[config.mk]
export PLATFORM = sky130hd
export DESIGN_NAME = bsim_div_cell
export DESIGN_NICKNAME = d
export VERILOG_FILES = /design/src/sv/bsim_pkg.sv /design/src/sv/bsim_div_cell.sv
export SDC_FILE = /design/constraint.sdc
export NUM_CORES = 1
export LEC_CHECK = 0
export BUFFER_PORTS_ARGS = -buffer_cell sky130_fd_sc_hd__buf_2
export CORE_UTILIZATION = 40
export DETAILED_ROUTE_END_ITERATION = 16
export GPL_ROUTABILITY_DRIVEN = 0
export PLACE_DENSITY_LB_ADDON = 0.12
export SETUP_SLACK_MARGIN = 0.3
export SLEW_MARGIN = 0
export SYNTH_ARGS = -nofsm -noshare
export SYNTH_HDL_FRONTEND = slang
export SYNTH_SLANG_ARGS = --single-unit
[constraint.sdc]
create_clock -name clk -period 3.03 [get_ports clk]
set_clock_uncertainty 0.15 [all_clocks]
set_input_delay 0.606 -clock clk [delete_from_list [all_inputs] [get_ports clk]]
set_output_delay 0.606 -clock clk [all_outputs]
set_load 0.03 [all_outputs]
[src/sv/bsim_pkg.sv]
// Shared constants and types for the broadcast source index map.
package bsim_pkg;
  localparam int DATA_W          = 32;
  localparam int SIZE_W          = 16;
  localparam int STRIDE_W        = 32;
  localparam int PROD_W          = SIZE_W + STRIDE_W;
  localparam int DIV_STEPS       = DATA_W;
  localparam int NUM_DIMS_REG    = 4;
  localparam int CFG_IDX_W       = 4;
  localparam int MAX_DIMS_DEF    = 4;
  localparam int INDEX_WIDTH_DEF = 32;

  typedef enum logic [CFG_IDX_W-1:0] {
    REG_SIZE_DIM0   = 4'd0,
    REG_SIZE_DIM1   = 4'd1,
    REG_SIZE_DIM2   = 4'd2,
    REG_SIZE_DIM3   = 4'd3,
    REG_STRIDE_DIM0 = 4'd4,
    REG_STRIDE_DIM1 = 4'd5,
    REG_STRIDE_DIM2 = 4'd6,
    REG_STRIDE_DIM3 = 4'd7
  } cfg_reg_t;
endpackage

[src/sv/bsim_div_cell.sv]
// One restoring-division step cell: produces one quotient bit per stage.
module bsim_div_cell #(
  parameter int ACC_W = bsim_pkg::INDEX_WIDTH_DEF
) (
  input  logic                          clk,
  input  logic                          rst_n,
  input  logic                          en,
  input  logic [bsim_pkg::SIZE_W-1:0]   divisor,
  input  logic                          v_in,
  input  logic [bsim_pkg::DATA_W-1:0]   w_in,
  input  logic [bsim_pkg::SIZE_W-1:0]   r_in,
  input  logic [ACC_W-1:0]              acc_in,
  output logic                          v_out,
  output logic [bsim_pkg::DATA_W-1:0]   w_out,
  output logic [bsim_pkg::SIZE_W-1:0]   r_out,
  output logic [ACC_W-1:0]              acc_out
);
  logic                          v_r;
  logic [bsim_pkg::DATA_W-1:0]   w_r, w_nxt;
  logic [bsim_pkg::SIZE_W-1:0]   r_r, r_nxt;
  logic [ACC_W-1:0]              acc_r;
  logic [bsim_pkg::SIZE_W:0]     trial;
  logic [bsim_pkg::SIZE_W:0]     diff;
  logic                          ge;

  // shift next dividend bit into the partial remainder, subtract if it fits
  always_comb begin
    trial = {r_in, w_in[bsim_pkg::DATA_W-1]};
    diff  = trial - {1'b0, divisor};
    ge    = (trial >= {1'b0, divisor});
    r_nxt = ge ? diff[bsim_pkg::SIZE_W-1:0] : trial[bsim_pkg::SIZE_W-1:0];
    w_nxt = {w_in[bsim_pkg::DATA_W-2:0], ge};
  end

  always_ff @(posedge clk) begin
    if (!rst_n) begin
      v_r <= 1'b0;
    end else if (en) begin
      v_r <= v_in;
    end
  end

  always_ff @(posedge clk) begin
    if (en) begin
      w_r   <= w_nxt;
      r_r   <= r_nxt;
      acc_r <= acc_in;
    end
  end

  assign v_out   = v_r;
  assign w_out   = w_r;
  assign r_out   = r_r;
  assign acc_out = acc_r;
endmodule

# Word-level counts from Yosys, hierarchy flattened
# Cells that the tools add are included.
# word_totals
register_bits,81
latchBits,0
ramBits,0
rom_bits,0
in_bits,100
out_inout_bits,81
wordCells,7
memories,0
# op_classes
add_sub_neg,1
multipliers,0
n_div,0
n_lt_le_gt_ge,1
eq_ne,0
n_shift,0
muxes,1
bitwise_logic,0
n_reduce_logical,0
# ops
operator,count
17-bit by 16-bit >= comparator with 1-bit output,1
16-bit 2-to-1 mux,1
16-bit subtractor,1

# Longest topological paths before layout
# depth
depth_word,2
mapped_depth,12

# Worst setup path before layout
# Ideal clock, no wire load.
# synth_path
path_type,in2reg
startpoint,input port divisor[12] (netlist name)
endpoint,"register r_r (netlist bit r_out[10]), data pin"
setup_time_ns,0.260
arrival_ns,2.576
required_time_ns,2.620
slack_ns,0.044
stages,12
path_buffers,4
cell_sequence,inv_1 -> ha_1 -> buf_6 -> and2_4 -> buf_6 -> a221o_1 -> a21boi_4 -> and2_4 -> buf_8 -> inv_4 -> buf_12 -> mux2_4
# synth_via
elab_chain_cells,2
# synth_lines
element,line_no,text
from (decl),bsim_div_cell.sv:8,"input logic [bsim_pkg::SIZE_W-1:0] divisor,"
17-bit by 16-bit >= comparator with 1-bit output,bsim_div_cell.sv:30,"ge = (trial >= {1'b0, divisor});"
via ge,bsim_div_cell.sv:24,logic ge;
16-bit 2-to-1 mux,bsim_div_cell.sv:31,r_nxt = ge ? diff[bsim_pkg::SIZE_W-1:0] : trial[bsim_pkg::SIZE_W-1:0];
"via r_nxt, one bit",bsim_div_cell.sv:20,"logic [bsim_pkg::SIZE_W-1:0] r_r, r_nxt;"
to (signal assigned),bsim_div_cell.sv:46,r_r <= r_nxt;
to (decl),bsim_div_cell.sv:20,
# The timed path passes the listed nets, and every way through them passes these cells.
# A chain may end at the register's enable or synchronous reset.

# Worst setup path in the final report
# layout_path
startpoint,input port divisor[2] (netlist name)
endpoint,"register r_r (netlist bit r_out[12]), data pin"
# layout_via
elab_chain_cells,2
elab_cells_between_ends,3
classes_between,add/sub (1); order compare (1); mux (1)
# layout_lines
element,line_no
16-bit subtractor / 17-bit by 16-bit >= comparator with 1-bit output (equally long branches),"bsim_div_cell.sv:29, bsim_div_cell.sv:30"
16-bit 2-to-1 mux *,bsim_div_cell.sv:31
"via r_nxt, one bit",bsim_div_cell.sv:20
# Mark *: on every way through the listed nets, which the timed path passes. The rest lies on a longest branch.

==> impl_metrics.tcl <==
set metrics [dict create \
    core_area_sq_mm 0.00876 \
    worstSkewPairLatency_ps 340 \
    p_switching_w 0.000866 \
    routed_wl_microns 8280 \
    nets 549 \
    path_class "input port to register" \
    grt_max_degree 40 \
    synth_fp_nets 353 \
    cts_buffers 9 \
    yosys.area.top_type "edfxtp_1" \
    pwr-share-comb_pct 24.0 \
    portBuffers 180 \
    drtIter0Drc 76 \
    num_rows 34 \
    drcViolationCount 0 \
    root_buffer "clkbuf_8" \
    nFillCells 765 \
    clock.fmax_ghz 0.396 \
    io_pins 181 \
    peakVddDrop_mv 0.229 \
    ys.warnings.count 0 \
    power_density_mw_per_mm2 578 \
    drtPass1Iterations 4 \
    drive_above_1_share_pct 52.2 \
    grtUsageTotal_pct 17.2 \
    p_seq_share_pct 47.9 \
    total_leakage_power_nw 2.26 \
    synth_edf_count 80 \
    postCtsSetupBuffers 0 \
    synth_compound_area_share_pct 11.1 \
    hpwlAfterDp_microns 6260 \
    cts_sinks 81 \
    min_period_ps 2520 \
    synth-seq-area-share_pct 66.7 \
    yosys.area_share.xor_xnor_pct 2.17 \
    reg2reg_slack_ps 2280 \
    start_kind "input port" \
    cp.arrival_ps 2480 \
    initial_core_util_pct 41.4 \
    synth.most_common_cell "edfxtp_1" \
    synth.mux.area_fraction_pct 4.17 \
    cp_max_fo 5 \
    syn_avg_cell_area_sq_um 15.4 \
    clock_path_buffers 2 \
    post_cts_resized 0 \
    insertedDiodeCount 0 \
    netlist_instances 236 \
    synthFlopType "edfxtp_1" \
    cts_tree "done" \
    finalSetupViolCount 0 \
    cts_max_level 3 \
    synthArstFlopShare_pct 0 \
    synth_top_family_by_area "compound AO/OA/AOI/OAI gates" \
    synthAdderAreaFrac_pct 6.07 \
    grt-ovfl-total 0 \
    finalSetupTns_ps 0 \
    slew_violations 0 \
    clk_pin_slew_ps 90 \
    rsz0062_at_grt "false" \
    synth_cell_types 47 \
    drtAntennaViolNets 0 \
    worst_pin_slew_ps 539 \
    cap_violations 0 \
    yosys.area_share.simple_pct 5.89 \
    hp-class "input port to register" \
    hold_viol_final 0 \
    power_frac_clock_pct 28.1 \
    ctsHoldBuffers 0 \
    synthTopCellsByCount "80 x edfxtp_1, 19 x inv_1, 16 x ha_1, 12 x nor2_1, 9 x o21ai_0" \
    grt_pass1_wl_microns 12600 \
    status "finished, final reports clean" \
    vias_per_cell 4.90 \
    synthTopCellsByArea "edfxtp_1 66%, ha_1 5.5%, mux2_4 3.3%, inv_1 2.0%, o21ai_0 1.2%" \
    endpoint_kind "register" \
    synth-seq-cells 81 \
    slew_headroom_pct 64.0 \
    netlist.area_leader.share_pct 66.2 \
    post-route-period-util_pct 83.3 \
    switching_share_pct 30.2 \
    syn_to_final_growth_pct 36.8 \
    p_total_w 0.00287 \
    grt_pass1_vias 2514 \
    vias 2671 \
    routedWlPerCell_microns 15.2 \
    internal_power_w 0.00200 \
    die_area_sq_mm 0.00946 \
    die_w_microns 97.3 \
    die_h_microns 97.3 \
    synth_area_sq_mm 0.00363 \
    antenna_found_initial 0 \
    cp_data_required_time_ps 2990 \
]
area by class of cell:
| cell class | count | area [sq um] | share of cell area, % |
|---|---|---|---|
| Tap cell | 108 | 135 | 2.72 |
| Clock inverter | 7 | 77.6 | 1.56 |
| Sequential cell | 81 | 2420 | 48.8 |
| Multi-Input combinational cell | 130 | 1130 | 22.8 |
| Inverter | 20 | 82.6 | 1.66 |
| Clock buffer | 9 | 124 | 2.49 |
| Timing Repair Buffer | 190 | 991 | 20.0 |
critical path, cell delays in order:
cell,delay [ps]
buf_2,70
inv_1,30
ha_1,350
nor2b_1,170
o31ai_1,280
a21oi_1,110
buf_4,160
a211o_1,310
xor2_1,140
mux2_4,250
through the flow:
| step | utilization [%] | std cells | hold WS (ps) | setup WS, ps | instance area (sq um) |
|---|---|---|---|---|---|
| after floorplan | - | 236 | 490 | 119 | 3700 |
| after CTS | 56.7 | 545 | 259 | 513 | 4960 |
| after global placement | 54.4 | 529 | 342 | 171 | 4760 |
| final | 56.7 | 545 | 276 | 506 | 4960 |
| after global routing | 56.7 | 545 | 244 | 346 | 4960 |
| after detailed placement | 54.4 | 529 | 370 | 137 | 4760 |
kinds of logic (layout without fill, tap and decap cells):
family	count (synthesis)	in the layout
AOI/OAI and AO/OA	52	52
xor gates and xnor gates	9	9
adders and majority gates	17	17
buffers and inverters	25	226
DFF	81	81
muxes	11	11
and+or+nand+nor	41	41
flip-flops by register name (all words and copies together) (netlist names):
register,flops
v_out,1
w_out,32
r_out,16
acc_out,32
cell usage in the layout, fill, tap and decap left out, drive strengths merged, types with 2 or more instances in the layout:
cell and n:
buf 190, edfxtp 80, inv 22, ha 16, nor2 12, o21ai 10, clkbuf 9, mux2 9
nand3 7, o21a 6, a21o 5, nand2 5, o31ai 5, xnor2 5, xor2 4, a21oi 4
a21boi 4, a211o 3, a211oi 3, nor3 3, and2 3, nand2b 2, o211a 2, nand4 2
a31oi 2, nor2b 2, o211ai 2, mux2i 2, and3 2, clkinvlp 2, and3b 2, clkinv 2
final timing paths:
check                              endpoint  depth (start not counted)       start
worst max-delay path              r_out[12]                         10  divisor[2]
worst min-delay path            acc_out[20]                          1  acc_in[20]
worst max register to register        v_out                          2       v_out
worst min register to register        v_out                          2       v_out
layer usage:
layer / GRT usage [%] / wire length, microns / up-vias
li1: - / - / 1291
met2: 28.9 / 4000 / 128
met1: 22.3 / 3610 / 1241
met5: 0 / 0 / -
met4: 4.41 / 67 / 0
met3: 4.53 / 606 / 11
power groups by stage:
stage	Sequential, W	Clock (W)	Combinational [W]
after floorplan	0.00162	0	0.000234
after global routing	0.00138	0.000880	0.000730
after CTS	0.00138	0.000831	0.000693
final	0.00137	0.000806	0.000687
after detailed placement	0.00140	0	0.000690
after global placement	0.00140	0	0.000687
Power figures use the tool's default switching activity.
