--- config.mk ---
export PLATFORM = sky130hd
export DESIGN_NAME = bsim_mac_cell
export DESIGN_NICKNAME = d
export VERILOG_FILES = /design/src/sv/bsim_pkg.sv /design/src/sv/bsim_mac_cell.sv
export SDC_FILE = /design/constraint.sdc
export NUM_CORES = 1
export LEC_CHECK = 0
export ABC_AREA = 1
export BUFFER_PORTS_ARGS = -buffer_cell sky130_fd_sc_hd__buf_2
export CAP_MARGIN = 25
export CORE_UTILIZATION = 56
export DETAILED_ROUTE_END_ITERATION = 10
export PLACE_DENSITY = 0.91
export SKIP_LAST_GASP = 1
export SLEW_MARGIN = 20
export SYNTH_ARGS = -nofsm -noshare
export SYNTH_HDL_FRONTEND = slang
export SYNTH_SLANG_ARGS = --single-unit
--- constraint.sdc ---
create_clock -name clk -period 5.9 [get_ports clk]
set_input_delay 0.59 -clock clk [delete_from_list [all_inputs] [get_ports clk]]
set_output_delay 0.59 -clock clk [all_outputs]
set_load 0.01 [all_outputs]
--- src/sv/bsim_pkg.sv ---
// Shared constants and types for the broadcast source index map.
package bsim_pkg;
  localparam int DATA_W          = 32;
  localparam int SIZE_W          = 16;
  localparam int STRIDE_W        = 32;
  localparam int PROD_W          = SIZE_W + STRIDE_W;
  localparam int DIV_STEPS       = DATA_W;
  localparam int NUM_DIMS_REG    = 4;
  localparam int CFG_IDX_W       = 4;
  localparam int MAX_DIMS_DEF    = 4;
  localparam int INDEX_WIDTH_DEF = 32;

  typedef enum logic [CFG_IDX_W-1:0] {
    REG_SIZE_DIM0   = 4'd0,
    REG_SIZE_DIM1   = 4'd1,
    REG_SIZE_DIM2   = 4'd2,
    REG_SIZE_DIM3   = 4'd3,
    REG_STRIDE_DIM0 = 4'd4,
    REG_STRIDE_DIM1 = 4'd5,
    REG_STRIDE_DIM2 = 4'd6,
    REG_STRIDE_DIM3 = 4'd7
  } cfg_reg_t;
endpackage

--- src/sv/bsim_mac_cell.sv ---
// Coordinate times stride, then accumulate: two registered stages.
module bsim_mac_cell #(
  parameter int ACC_W = bsim_pkg::INDEX_WIDTH_DEF
) (
  input  logic                          clk,
  input  logic                          rst_n,
  input  logic                          en,
  input  logic [bsim_pkg::STRIDE_W-1:0] stride,
  input  logic                          v_in,
  input  logic [bsim_pkg::DATA_W-1:0]   w_in,
  input  logic [bsim_pkg::SIZE_W-1:0]   r_in,
  input  logic [ACC_W-1:0]              acc_in,
  output logic                          v_out,
  output logic [bsim_pkg::DATA_W-1:0]   w_out,
  output logic [bsim_pkg::SIZE_W-1:0]   r_out,
  output logic [ACC_W-1:0]              acc_out
);
  logic                          va_r, vb_r;
  logic [bsim_pkg::DATA_W-1:0]   wa_r, wb_r;
  logic [bsim_pkg::PROD_W-1:0]   prod_r;
  logic [ACC_W-1:0]              acca_r, accb_r, acc_nxt;

  assign acc_nxt = acca_r + ACC_W'(prod_r);

  always_ff @(posedge clk) begin
    if (!rst_n) begin
      va_r <= 1'b0;
      vb_r <= 1'b0;
    end else if (en) begin
      va_r <= v_in;
      vb_r <= va_r;
    end
  end

  // multiply stage, then add stage
  always_ff @(posedge clk) begin
    if (en) begin
      wa_r   <= w_in;
      prod_r <= r_in * stride;
      acca_r <= acc_in;
      wb_r   <= wa_r;
      accb_r <= acc_nxt;
    end
  end

  assign v_out   = vb_r;
  assign w_out   = wb_r;
  assign r_out   = '0;
  assign acc_out = accb_r;
endmodule

* After elaboration in Yosys (flattened, before gate mapping)
Index checks and enable logic that the tools add are counted.
** Word-level totals
- Bits of input ports :: 116
- Word-level logic and storage cells :: 9
- Output and inout port bits :: 81
- Flip-flop bits (word level) :: 162
** Operators by class
- Multiply operators :: 1
- Add/subtract/negate cells :: 1
** Operators with widths (number)
- $add A32 B32 Y32 :: 1
- $mul A16 B32 Y32 :: 1

* Longest topological paths before layout
Gate-level depths: netlist (run 1).
- Word-level depth :: 1
- Depth in mapped cells :: 25
- Depth with buffers taken out :: 24

* Worst setup path after synthesis (run 1)
Ideal clock, no wire load.
- Path type :: input to register
- Start point :: input port r_in[2] (netlist name)
- End point :: register prod_r[30] (netlist name) (data pin)
- Library setup time :: 0.252 ns
- Data required time :: 5.648 ns
- Arrival time :: 5.487 ns
- Path buffers :: 2
- Setup slack :: 0.161 ns
- Stages on the path :: 23
- Path through :: clkbuf_1 > clkbuf_1 > nand2_1 > fa_1 > inv_1 > fa_1 > inv_1 > fa_1 > inv_1 > fa_1 > inv_1 > fa_1 > fa_1 > inv_1 > ha_1 > nand2_1 > inv_1 > a221oi_1 > o21ai_0 > a21oi_1 > nand2_1 > nand2_1 > nand2_1
** On the way
- Cells in the longest elaborated chain, start to end :: 1
** RTL lines
- from (decl) :: RTL line bsim_mac_cell.sv:11 : input logic [bsim_pkg::SIZE_W-1:0] r_in,
- $mul A16 B32 Y32 :: RTL line bsim_mac_cell.sv:39 : prod_r <= r_in * stride;
- to (signal assigned) :: RTL line bsim_mac_cell.sv:39
- to (decl) :: RTL line bsim_mac_cell.sv:20 : logic [bsim_pkg::PROD_W-1:0] prod_r;
No other way between the ends.
A chain may end at the register's enable or synchronous reset.

* Final worst setup path (run 1)
- Start point :: input port r_in[10] (netlist name)
- End point :: register prod_r[25] (netlist name) (data pin)
Same word-level chain as after synthesis.

==> results of run 1 <==
-- state kept, by name, indices dropped and copies added (netlist names) --
name     cells
wa_r        32
w_out       32
prod_r      32
va_r         1
v_out        1
acc_out     32
acca_r      32
-- kinds of logic after synthesis --
family / Yosys count / share of synthesized area (%)
AND/OR/NAND/NOR: 761 / 16.00
buffers and inverters: 674 / 13.64
adder cells (fa/ha/maj): 401 / 38.21
flip-flops: 162 / 25.34
AO/OA/AOI/OAI: 142 / 4.456
XOR/XNOR: 51 / 2.336
other: 1 / 0.01961
-- area by class of cell --
class                      count  area [um^2]
fill                        2584        11970
multi-input combinational   1371        11730
sequential                   162         4845
inverter                     574         2155
timing repair buffer         265         1655
tap                          448        560.5
clock buffer                  17        425.4
clock inverter                15        190.2
-- critical path, stage by stage --
cell	delay [ps]
buf_2	190
buf_4	170
nand2_1	60
inv_1	60
fa_1	550
inv_1	60
fa_1	540
inv_1	50
fa_1	550
fa_1	480
fa_1	500
inv_1	50
fa_1	470
inv_1	40
ha_1	350
nand2_1	110
nor2_1	150
inv_1	100
nor2_2	190
nand4_1	200
nand3_1	200
a21oi_1	100
xnor2_1	150
-- timing repair --
| action | 4_1_cts | 5_1_grt |
|---|---|---|
| gates resized for setup | 0 | 11 |
| endpoints found under the setup margin | 0 | 10 |
| hold buffers | 0 | 0 |
-- stage by stage --
stage                     setup TNS, ps  instances
final                                 0       2852
after global routing             -6.292       2852
after CTS                             0       2852
after detailed placement          -2473       2820
after global placement            -1173       2820
after floorplan                       0       2207
-- per-layer routing --
metal / GRT usage (%) / part of all wire (%) / wire length [um]
met1: 34.84 / 35 / 17380
met2: 51.58 / 50 / 24440
met3: 4.852 / 8.9 / 4359
met4: 17.72 / 6.2 / 3072
met5: 0 / 0 / 0
-- synth_stat cells, types with 15 or more instances --
cell type | count | area [um^2]
a21oi_1 | 63 | 315.3
buf_4 | 17 | 127.6
clkbuf_1 | 65 | 244.0
edfxtp_1 | 160 | 4805
fa_1 | 305 | 6106
ha_1 | 96 | 1201
inv_1 | 570 | 2140
nand2_1 | 586 | 2200
nand3_1 | 55 | 275.3
nor2_1 | 77 | 289.0
o21ai_0 | 29 | 145.1
xnor2_1 | 15 | 131.4
xor2_1 | 36 | 315.3
-- how the worst max path moves through the flow --
stage                  start              endpoint  slack (ps)  depth (start not counted)
global placement     r_in[7]  prod_r[25]$_DFFE_PP_        -280                         22
global route         r_in[1]  prod_r[31]$_DFFE_PP_          -6                         23
floorplan            r_in[2]  prod_r[30]$_DFFE_PP_         160                         23
finish              r_in[10]  prod_r[25]$_DFFE_PP_         180                         23
CTS                  r_in[7]  prod_r[25]$_DFFE_PP_         110                         22
detailed placement   r_in[1]  prod_r[25]$_DFFE_PP_        -330                         20
-- layout by cell type, fill, tap and decap left out, types with 55 or more instances in the layout --
master and count:
nand2_1 586, inv_1 570, fa_1 305, buf_2 170
edfxtp_1 160, ha_1 96, buf_4 78, nor2_1 76
a21oi_1 62, nand3_1 55
==> results by group, run 1 <==
Status
  • Status: completed

Drt
  • Initial DRC count: 1246
  • Drt wl/cell: 17.27 um
  • Total Wirelength: roughly 50 mm
  • Residual DRC count: 0
  • Post-DRT Antenna Nets: 0
  • Routed via count: roughly 15000
  • Vias per inst: 5.401
  • First-pass DRT Iterations: 5

Clocking
  • Clock slew at reported path FFs: 70 ps
  • Num CTS Buffers: 17
  • Clock Tree Buf Depth: 2
  • Post-CTS Setup Bufs: 0
  • Worst-Skew Late Latency: 430 ps
  • Root Buffer: clkbuf_16
  • CTS tree: yes
  • Clock sinks: 162
  • H-Tree Level Count: 4

GRT
  • Total track usage: ~30%
  • Number of global-route vias before repair: 16500
  • Total grt overflow: 0
  • First-pass GRT wire length: 80.89 mm
  • Initial antenna violation count: 0
  • Largest net degree at the start of global routing: 109

Placement
  • Dpl hpwl: 39.66 mm
  • Placed Area: between 20000 and 25000 um^2
  • GPL Wtd Cong: approximately 0.9
  • DP Worst Slack: -333.0 ps
  • PortBufs: 180

STA
  • Unrepaired setup endpoints after global routing: yes
  • Min Tclk post-route: 5720 ps
  • Slew headroom: 37.21%
  • Fin. Hold Viols: 0
  • Final worst slack: between 150 and 200 ps
  • Worst-Margin Slew: around 940 ps
  • Post-Route Hold Slack: approximately 320 ps
  • Fmax: 0.1748 GHz
  • Setup-failing EPs final: 0
  • Share of the clock period used by the worst path: a little over nine tenths
  • Clock Skews: 10.46 ps
  • Fin. max-slew vios: 0

Worst hold path
  • Worst Hold Path Cells: 1
  • Worst min path class: in2reg
  • Hold path startpoint: acc_in[26]
  • Min-Delay Endpoint: acca_r[26]$_DFFE_PP_

Worst setup path
  • Critical Path Source Type: primary input
  • Reg2reg end: acc_out[26]$_DFFE_PP_
  • Crit path DAT: slightly below 6000 ps
  • R2r worst-path depth: 11
  • Crit Path Max Fanout: 11
  • Critical Path RT: 6080 ps
  • Worst R2R Setup Slack: between 3000 and 4000 ps
  • Crit end category: register
  • Reg2Reg Launch Point: prod_r[0]$_DFFE_PP_
  • Crit Path Category: in2reg

Synth
  • Post-synth EDFFs: between 150 and 200
  • Register area share after synthesis: between 20% and 30%
  • Syn_area_per_cell: 8.723 um^2
  • Synth unique cells: 48
  • Async S/R FF share, synth: 0%
  • Syn Std Cell Area: 19120 um^2
  • Yosys reg bits: 162
  • Syn. warnings: 0
  • Ys flop type: edfxtp_1
  • Mapped Cells: 2192

Finish
  • Ant diodes: 0
  • Final core utilization: 64.30%
  • Layout Nets: a little under 3000
  • Finished Cell Area: 21560 um^2
  • Share of layout cells above drive strength 1: 13.77%
  • Area grow syn2layout: 12.77%

Floorplanning
  • Die Y: 186.8 um
  • Initial Utilization: a little under three fifths
  • Ports: 197
  • # rows: 67
  • Core Footprint: 33530 um^2
  • Die X: about 190 um
  • Die ar.: about 35000 um^2

Job
  • Max Cap Violations: 0
Power of run 1 is not shown: default switching activity piles up to over one toggle a cycle in this logic, so the estimate is an artifact.
==> run 2, diff against run 1 <==
CELL_PAD_IN_SITES_DETAIL_PLACEMENT = 1   (was unset)
CELL_PAD_IN_SITES_GLOBAL_PLACEMENT = 1   (was unset)
CORE_UTILIZATION = 42   (was 56)
PLACE_DENSITY = 0.9   (was 0.91)
==> run 2 against run 1 <==
Compared with the run above:
- cell count up 5.6%
- clock skew down 0.53 ps
- via count up 0.93%
- die area up 33%
- wire length up 24%
- non-clock buffer count up 16
- setup slack better by 53 ps
- critical endpoint is now prod_r[31]$_DFFE_PP_
- largest cell class unchanged
- highest routed layer unchanged
==> results by group, run 2 (same netlist as run 1, synthesis figures left out) <==
Status
  • Status: completed

Drt
  • Routed via count: around 16000
  • Vias per inst: 5.162
  • Drt wl/cell: 20.21 um
  • Initial DRC count: 972
  • M1 wire length: 22.32 mm
  • Highest metal used: met4
  • Post-DRT Antenna Nets: 0
  • Total Wirelength: 60.86 mm
  • Met2 WL post-DR: 32.39 mm
  • First-pass DRT Iterations: 5
  • Met3 wire length: roughly 2.4 mm
  • Residual DRC count: 0

Placement
  • DP Worst Slack: -486.2 ps
  • Placed Area: about 21000 um^2
  • PortBufs: 180
  • Dpl hpwl: 50.44 mm
  • GPL Wtd Cong: 0.9071

Clocking
  • Clock slew at reported path FFs: 80 ps
  • Hold-fix buffer count after cts: 0
  • Clock sinks: ~160
  • H-Tree Level Count: 4
  • Worst-Skew Late Latency: 450 ps
  • Root Buffer: clkbuf_16
  • CTS tree: yes
  • Num CTS Buffers: 17
  • Clock Tree Buf Depth: 2

Floorplanning
  • Die X: 215.4 um
  • Core Footprint: around 45000 um^2
  • Initial Utilization: 42.87%
  • # rows: 77
  • Die ar.: 46380 um^2
  • Die Y: 215.4 um
  • Ports: 197

Worst setup path
  • Crit Path Max Fanout: 23
  • Critical Path Source Type: primary input
  • Critical path, cell by cell: clkbuf_4, buf_4, nand2_1, inv_1, fa_1, inv_1, fa_1, fa_1, fa_1, inv_1, fa_1, inv_1, fa_1, inv_1, ha_1, buf_4, nand2_1, nor2_2, a21oi_1, nand2_1, nand3_1, nand3_1, nand3_1, nand2_1
  • Crit end category: register
  • Crit path DAT: approximately 5900 ps
  • Critical path's slowest cell: fa_1
  • Most frequent CP cell: fa_1
  • Crit path largest cell delay: 540 ps
  • Critical Path RT: ~6100 ps
  • Crit Path Category: in2reg

STA
  • Post-Route Hold Slack: 310.8 ps
  • Slew headroom: 35.48%
  • Unrepaired setup endpoints after global routing: no
  • Min Tclk post-route: 5667 ps
  • Clock Skews: 9.925 ps
  • Fmax: roughly 0.18 GHz
  • Setup-failing EPs final: 0
  • Fin. max-slew vios: 0
  • Final worst slack: between 200 and 250 ps
  • Worst-Margin Slew: 967.8 ps
  • Share of the clock period used by the worst path: 96.06%
  • Fin. Hold Viols: 0
  • Setup TNS: 0 ps

Finish
  • Area grow syn2layout: 14.11%
  • Most frequent cells in the layout: nand2_1 (586), inv_1 (570), fa_1 (305), buf_2 (175), edfxtp_1 (160)
  • Layout Nets: about 3000
  • Share of layout cells above drive strength 1: 14.42%
  • Ant diodes: 0
  • Commonest non-fill, non-tap cell in the layout: nand2_1
  • Finished Cell Area: 21820 um^2

GRT
  • Total track usage: 27.21%
  • Total grt overflow: 0
  • First-pass GRT wire length: 97.15 mm
  • Number of global-route vias before repair: between 15000 and 20000
  • Largest net degree at the start of global routing: 102
  • Initial antenna violation count: 0

Job
  • Max Cap Violations: 0

Worst hold path
  • Worst min path class: in2reg
[run 2: cell types whose count changed in the layout (fill, tap and decap cells not counted), sizes merged]
cell / change
buf: +21
clkbuf: -5
[run 2: per-stage QoR]
step / std cells / utilization [%]
2_1_floorplan: 2207 / -
3_3_place_gp: 2980 / 47.48
3_5_place_dp: 2980 / 47.48
4_1_cts: 3012 / 48.86
5_1_grt: 3012 / 48.92
6_report: 3012 / 48.92
[run 2: what timing repair did]
item                                    CTS  global route
resized for setup                         0            10
endpoints found under the setup margin    0            11
buffers inserted                          0             0
[run 2: path summary, 6_finish.rpt]
path,start,end,slack [ps],cells after the start
max,r_in[4],prod_r[31]$_DFFE_PP_,230,24
min reg2reg,wa_r[14]$_DFFE_PP_,w_out[14]$_DFFE_PP_,410,0
min,w_in[31],wa_r[31]$_DFFE_PP_,310,1
max reg2reg,acca_r[2]$_DFFE_PP_,acc_out[29]$_DFFE_PP_,3430,8
[run 2: cell type report]
class                      count  area, um^2
clock inverter                15       190.2
fill                        5301       22790
multi-input combinational   1371       11740
tap                          592       740.7
inverter                     574        2155
clock buffer                  17       425.4
timing repair buffer         281        1725
sequential                   162        4845
[run 2: critical path: cells and delay by family]
kind	cells	cell delay (ps)
adder cells (fa/ha/maj)	7	3310
AND/OR/NAND/NOR	8	800
AO/OA/AOI/OAI	1	220
buffers and inverters	8	930
[run 2: per-layer routing]
layer | global-route usage, % | up-vias
met4 | 16.19 | 0
met3 | 2.972 | 233
li1 | - | 6860
met2 | 50.95 | 580
met1 | 29.38 | 7874
met5 | 0 | -
Power of run 2 is left out for the same reason.
==> run 3, diff against run 2 <==
GPL_TIMING_DRIVEN = 0   (was unset)
==> run 3 against run 2 <==
Compared with the run above:
- setup slack worse by 160 ps
- sequential share of layout area is essentially flat
- critical path depth unchanged
- hold slack improved by 5.5 ps
- critical path type unchanged
- highest routed layer unchanged
==> results by group, run 3 (same netlist as run 1, synthesis figures left out) <==
Status
  • Status: completed

Floorplanning
  • Ports: about 200
  • # rows: 77
  • Core Footprint: about 45000 um^2
  • Die Y: 215.4 um
  • Initial Utilization: 42.87%
  • Die X: 215.4 um
  • Die ar.: 46380 um^2

Finish
  • Ant diodes: 0
  • Most frequent cells in the layout: nand2_1 (582), inv_1 (570), fa_1 (305), edfxtp_1 (160), buf_2 (158)
  • Layout Nets: 2895
  • Area grow syn2layout: 13.89%
  • Share of layout cells above drive strength 1: around 14%
  • Finished Cell Area: 21780 um^2
  • Final core utilization: 48.82%
  • Commonest non-fill, non-tap cell in the layout: nand2_1

Clocking
  • Clock sinks: 162
  • Clock slew at reported path FFs: 70 ps
  • Hold-fix buffer count after cts: 0
  • Clock Tree Buf Depth: 2
  • H-Tree Level Count: 4
  • Num CTS Buffers: 17
  • Root Buffer: clkbuf_16
  • CTS tree: yes
  • Worst-Skew Late Latency: 450 ps

Worst setup path
  • Critical Path Source Type: primary input
  • Crit end category: register
  • Crit Path Max Fanout: 10
  • Crit path DAT: ~6000 ps
  • Crit Path Category: in2reg
  • Critical Path RT: 6060 ps

GRT
  • Total grt overflow: 0
  • Total track usage: 27.55%
  • Largest net degree at the start of global routing: slightly above 90
  • First-pass GRT wire length: 96.85 mm
  • Number of global-route vias before repair: around 18000
  • Initial antenna violation count: 0

Worst hold path
  • Worst min path class: in2reg

STA
  • Post-Route Hold Slack: 316.3 ps
  • Unrepaired setup endpoints after global routing: yes
  • Clock Skews: 9.278 ps
  • Worst-Margin Slew: 839.2 ps
  • Fin. max-slew vios: 0
  • Slew headroom: between 40% and 50%
  • Fmax: about 0.17 GHz
  • Share of the clock period used by the worst path: 98.70%
  • Fin. Hold Viols: 0
  • Min Tclk post-route: 5823 ps
  • Setup-failing EPs final: 0

Placement
  • Placed Area: between 20000 and 25000 um^2
  • PortBufs: between 150 and 200
  • Dpl hpwl: around 50 mm
  • GPL Wtd Cong: around 0.95

Drt
  • Residual DRC count: 0
  • Vias per inst: 5.162
  • Total Wirelength: 62.00 mm
  • Post-DRT Antenna Nets: 0
  • Initial DRC count: roughly 890
  • Routed via count: between 15000 and 20000
  • First-pass DRT Iterations: 5
  • Drt wl/cell: 20.79 um

Job
  • Max Cap Violations: 0
## run 3: cell types whose count changed in the layout (fill, tap and decap cells not counted), moves of 5 or more
cell and change:
ha_1 -9, clkbuf_4 +14, nor2_1 -5, clkbuf_1 +6, buf_2 -17, a21oi_2 +5, clkbuf_2 +21, clkbuf_8 +13
a21oi_1 -5, ha_4 +5, buf_4 -67
## run 3: critical path, stage by stage
cell      delay [ps]
buf_2            170
buf_8            180
clkbuf_8         190
nand2_1           90
fa_1             530
inv_1             60
fa_1             550
inv_1             60
fa_1             480
fa_1             610
inv_1             80
fa_1             470
inv_1             50
fa_1             470
inv_1             50
ha_1             360
inv_1             90
o21bai_1         200
a31oi_1          110
a21boi_2         180
nand3_2          130
inv_1             60
nand2_1           60
nand2_1          140
## run 3: worst paths after layout
path                        from               endpoint  slack [ps]  cells past startpoint
max                      r_in[2]   prod_r[31]$_DFFE_PP_          80                     24
min                   acc_in[21]   acca_r[21]$_DFFE_PP_         320                      1
max reg2reg  prod_r[0]$_DFFE_PP_  acc_out[26]$_DFFE_PP_        3430                     11
min reg2reg   wa_r[25]$_DFFE_PP_    w_out[25]$_DFFE_PP_         420                      0
## run 3: final cells by class
cell class / count / area (um^2)
inverter: 574 / 2155
sequential: 162 / 4845
fill: 5343 / 22830
clock buffer: 17 / 425.4
multi-input combinational: 1371 / 11900
timing repair buffer: 156 / 825.8
tap: 592 / 740.7
buffer: 96 / 723.2
clock inverter: 14 / 166.4
## run 3: repair_timing
action | 4_1_cts | 5_1_grt
cloned | 0 | 0
pin swaps | 2 | 4
gates resized for setup | 118 | 70
endpoints found under the setup margin | 20 | 14
buffers inserted | 1 | 2
## run 3: through the flow
| stage | worst slack (ps) | TNS, ps | cells |
|---|---|---|---|
| final | 76.58 | 0 | 2982 |
| after global routing | -106.0 | -265.3 | 2982 |
| after detailed placement | -1558 | -23350 | 2952 |
| after floorplan | 160.6 | 0 | 2207 |
| after global placement | -1452 | -21210 | 2951 |
| after CTS | 8.702 | 0 | 2980 |
## run 3: routing by layer
layer	wire length [um]	GRT usage [%]
met1	23040	31.31
met2	31900	49.71
met3	3222	3.270
met4	3834	16.05
met5	0	0
Power of run 3 is left out for the same reason.
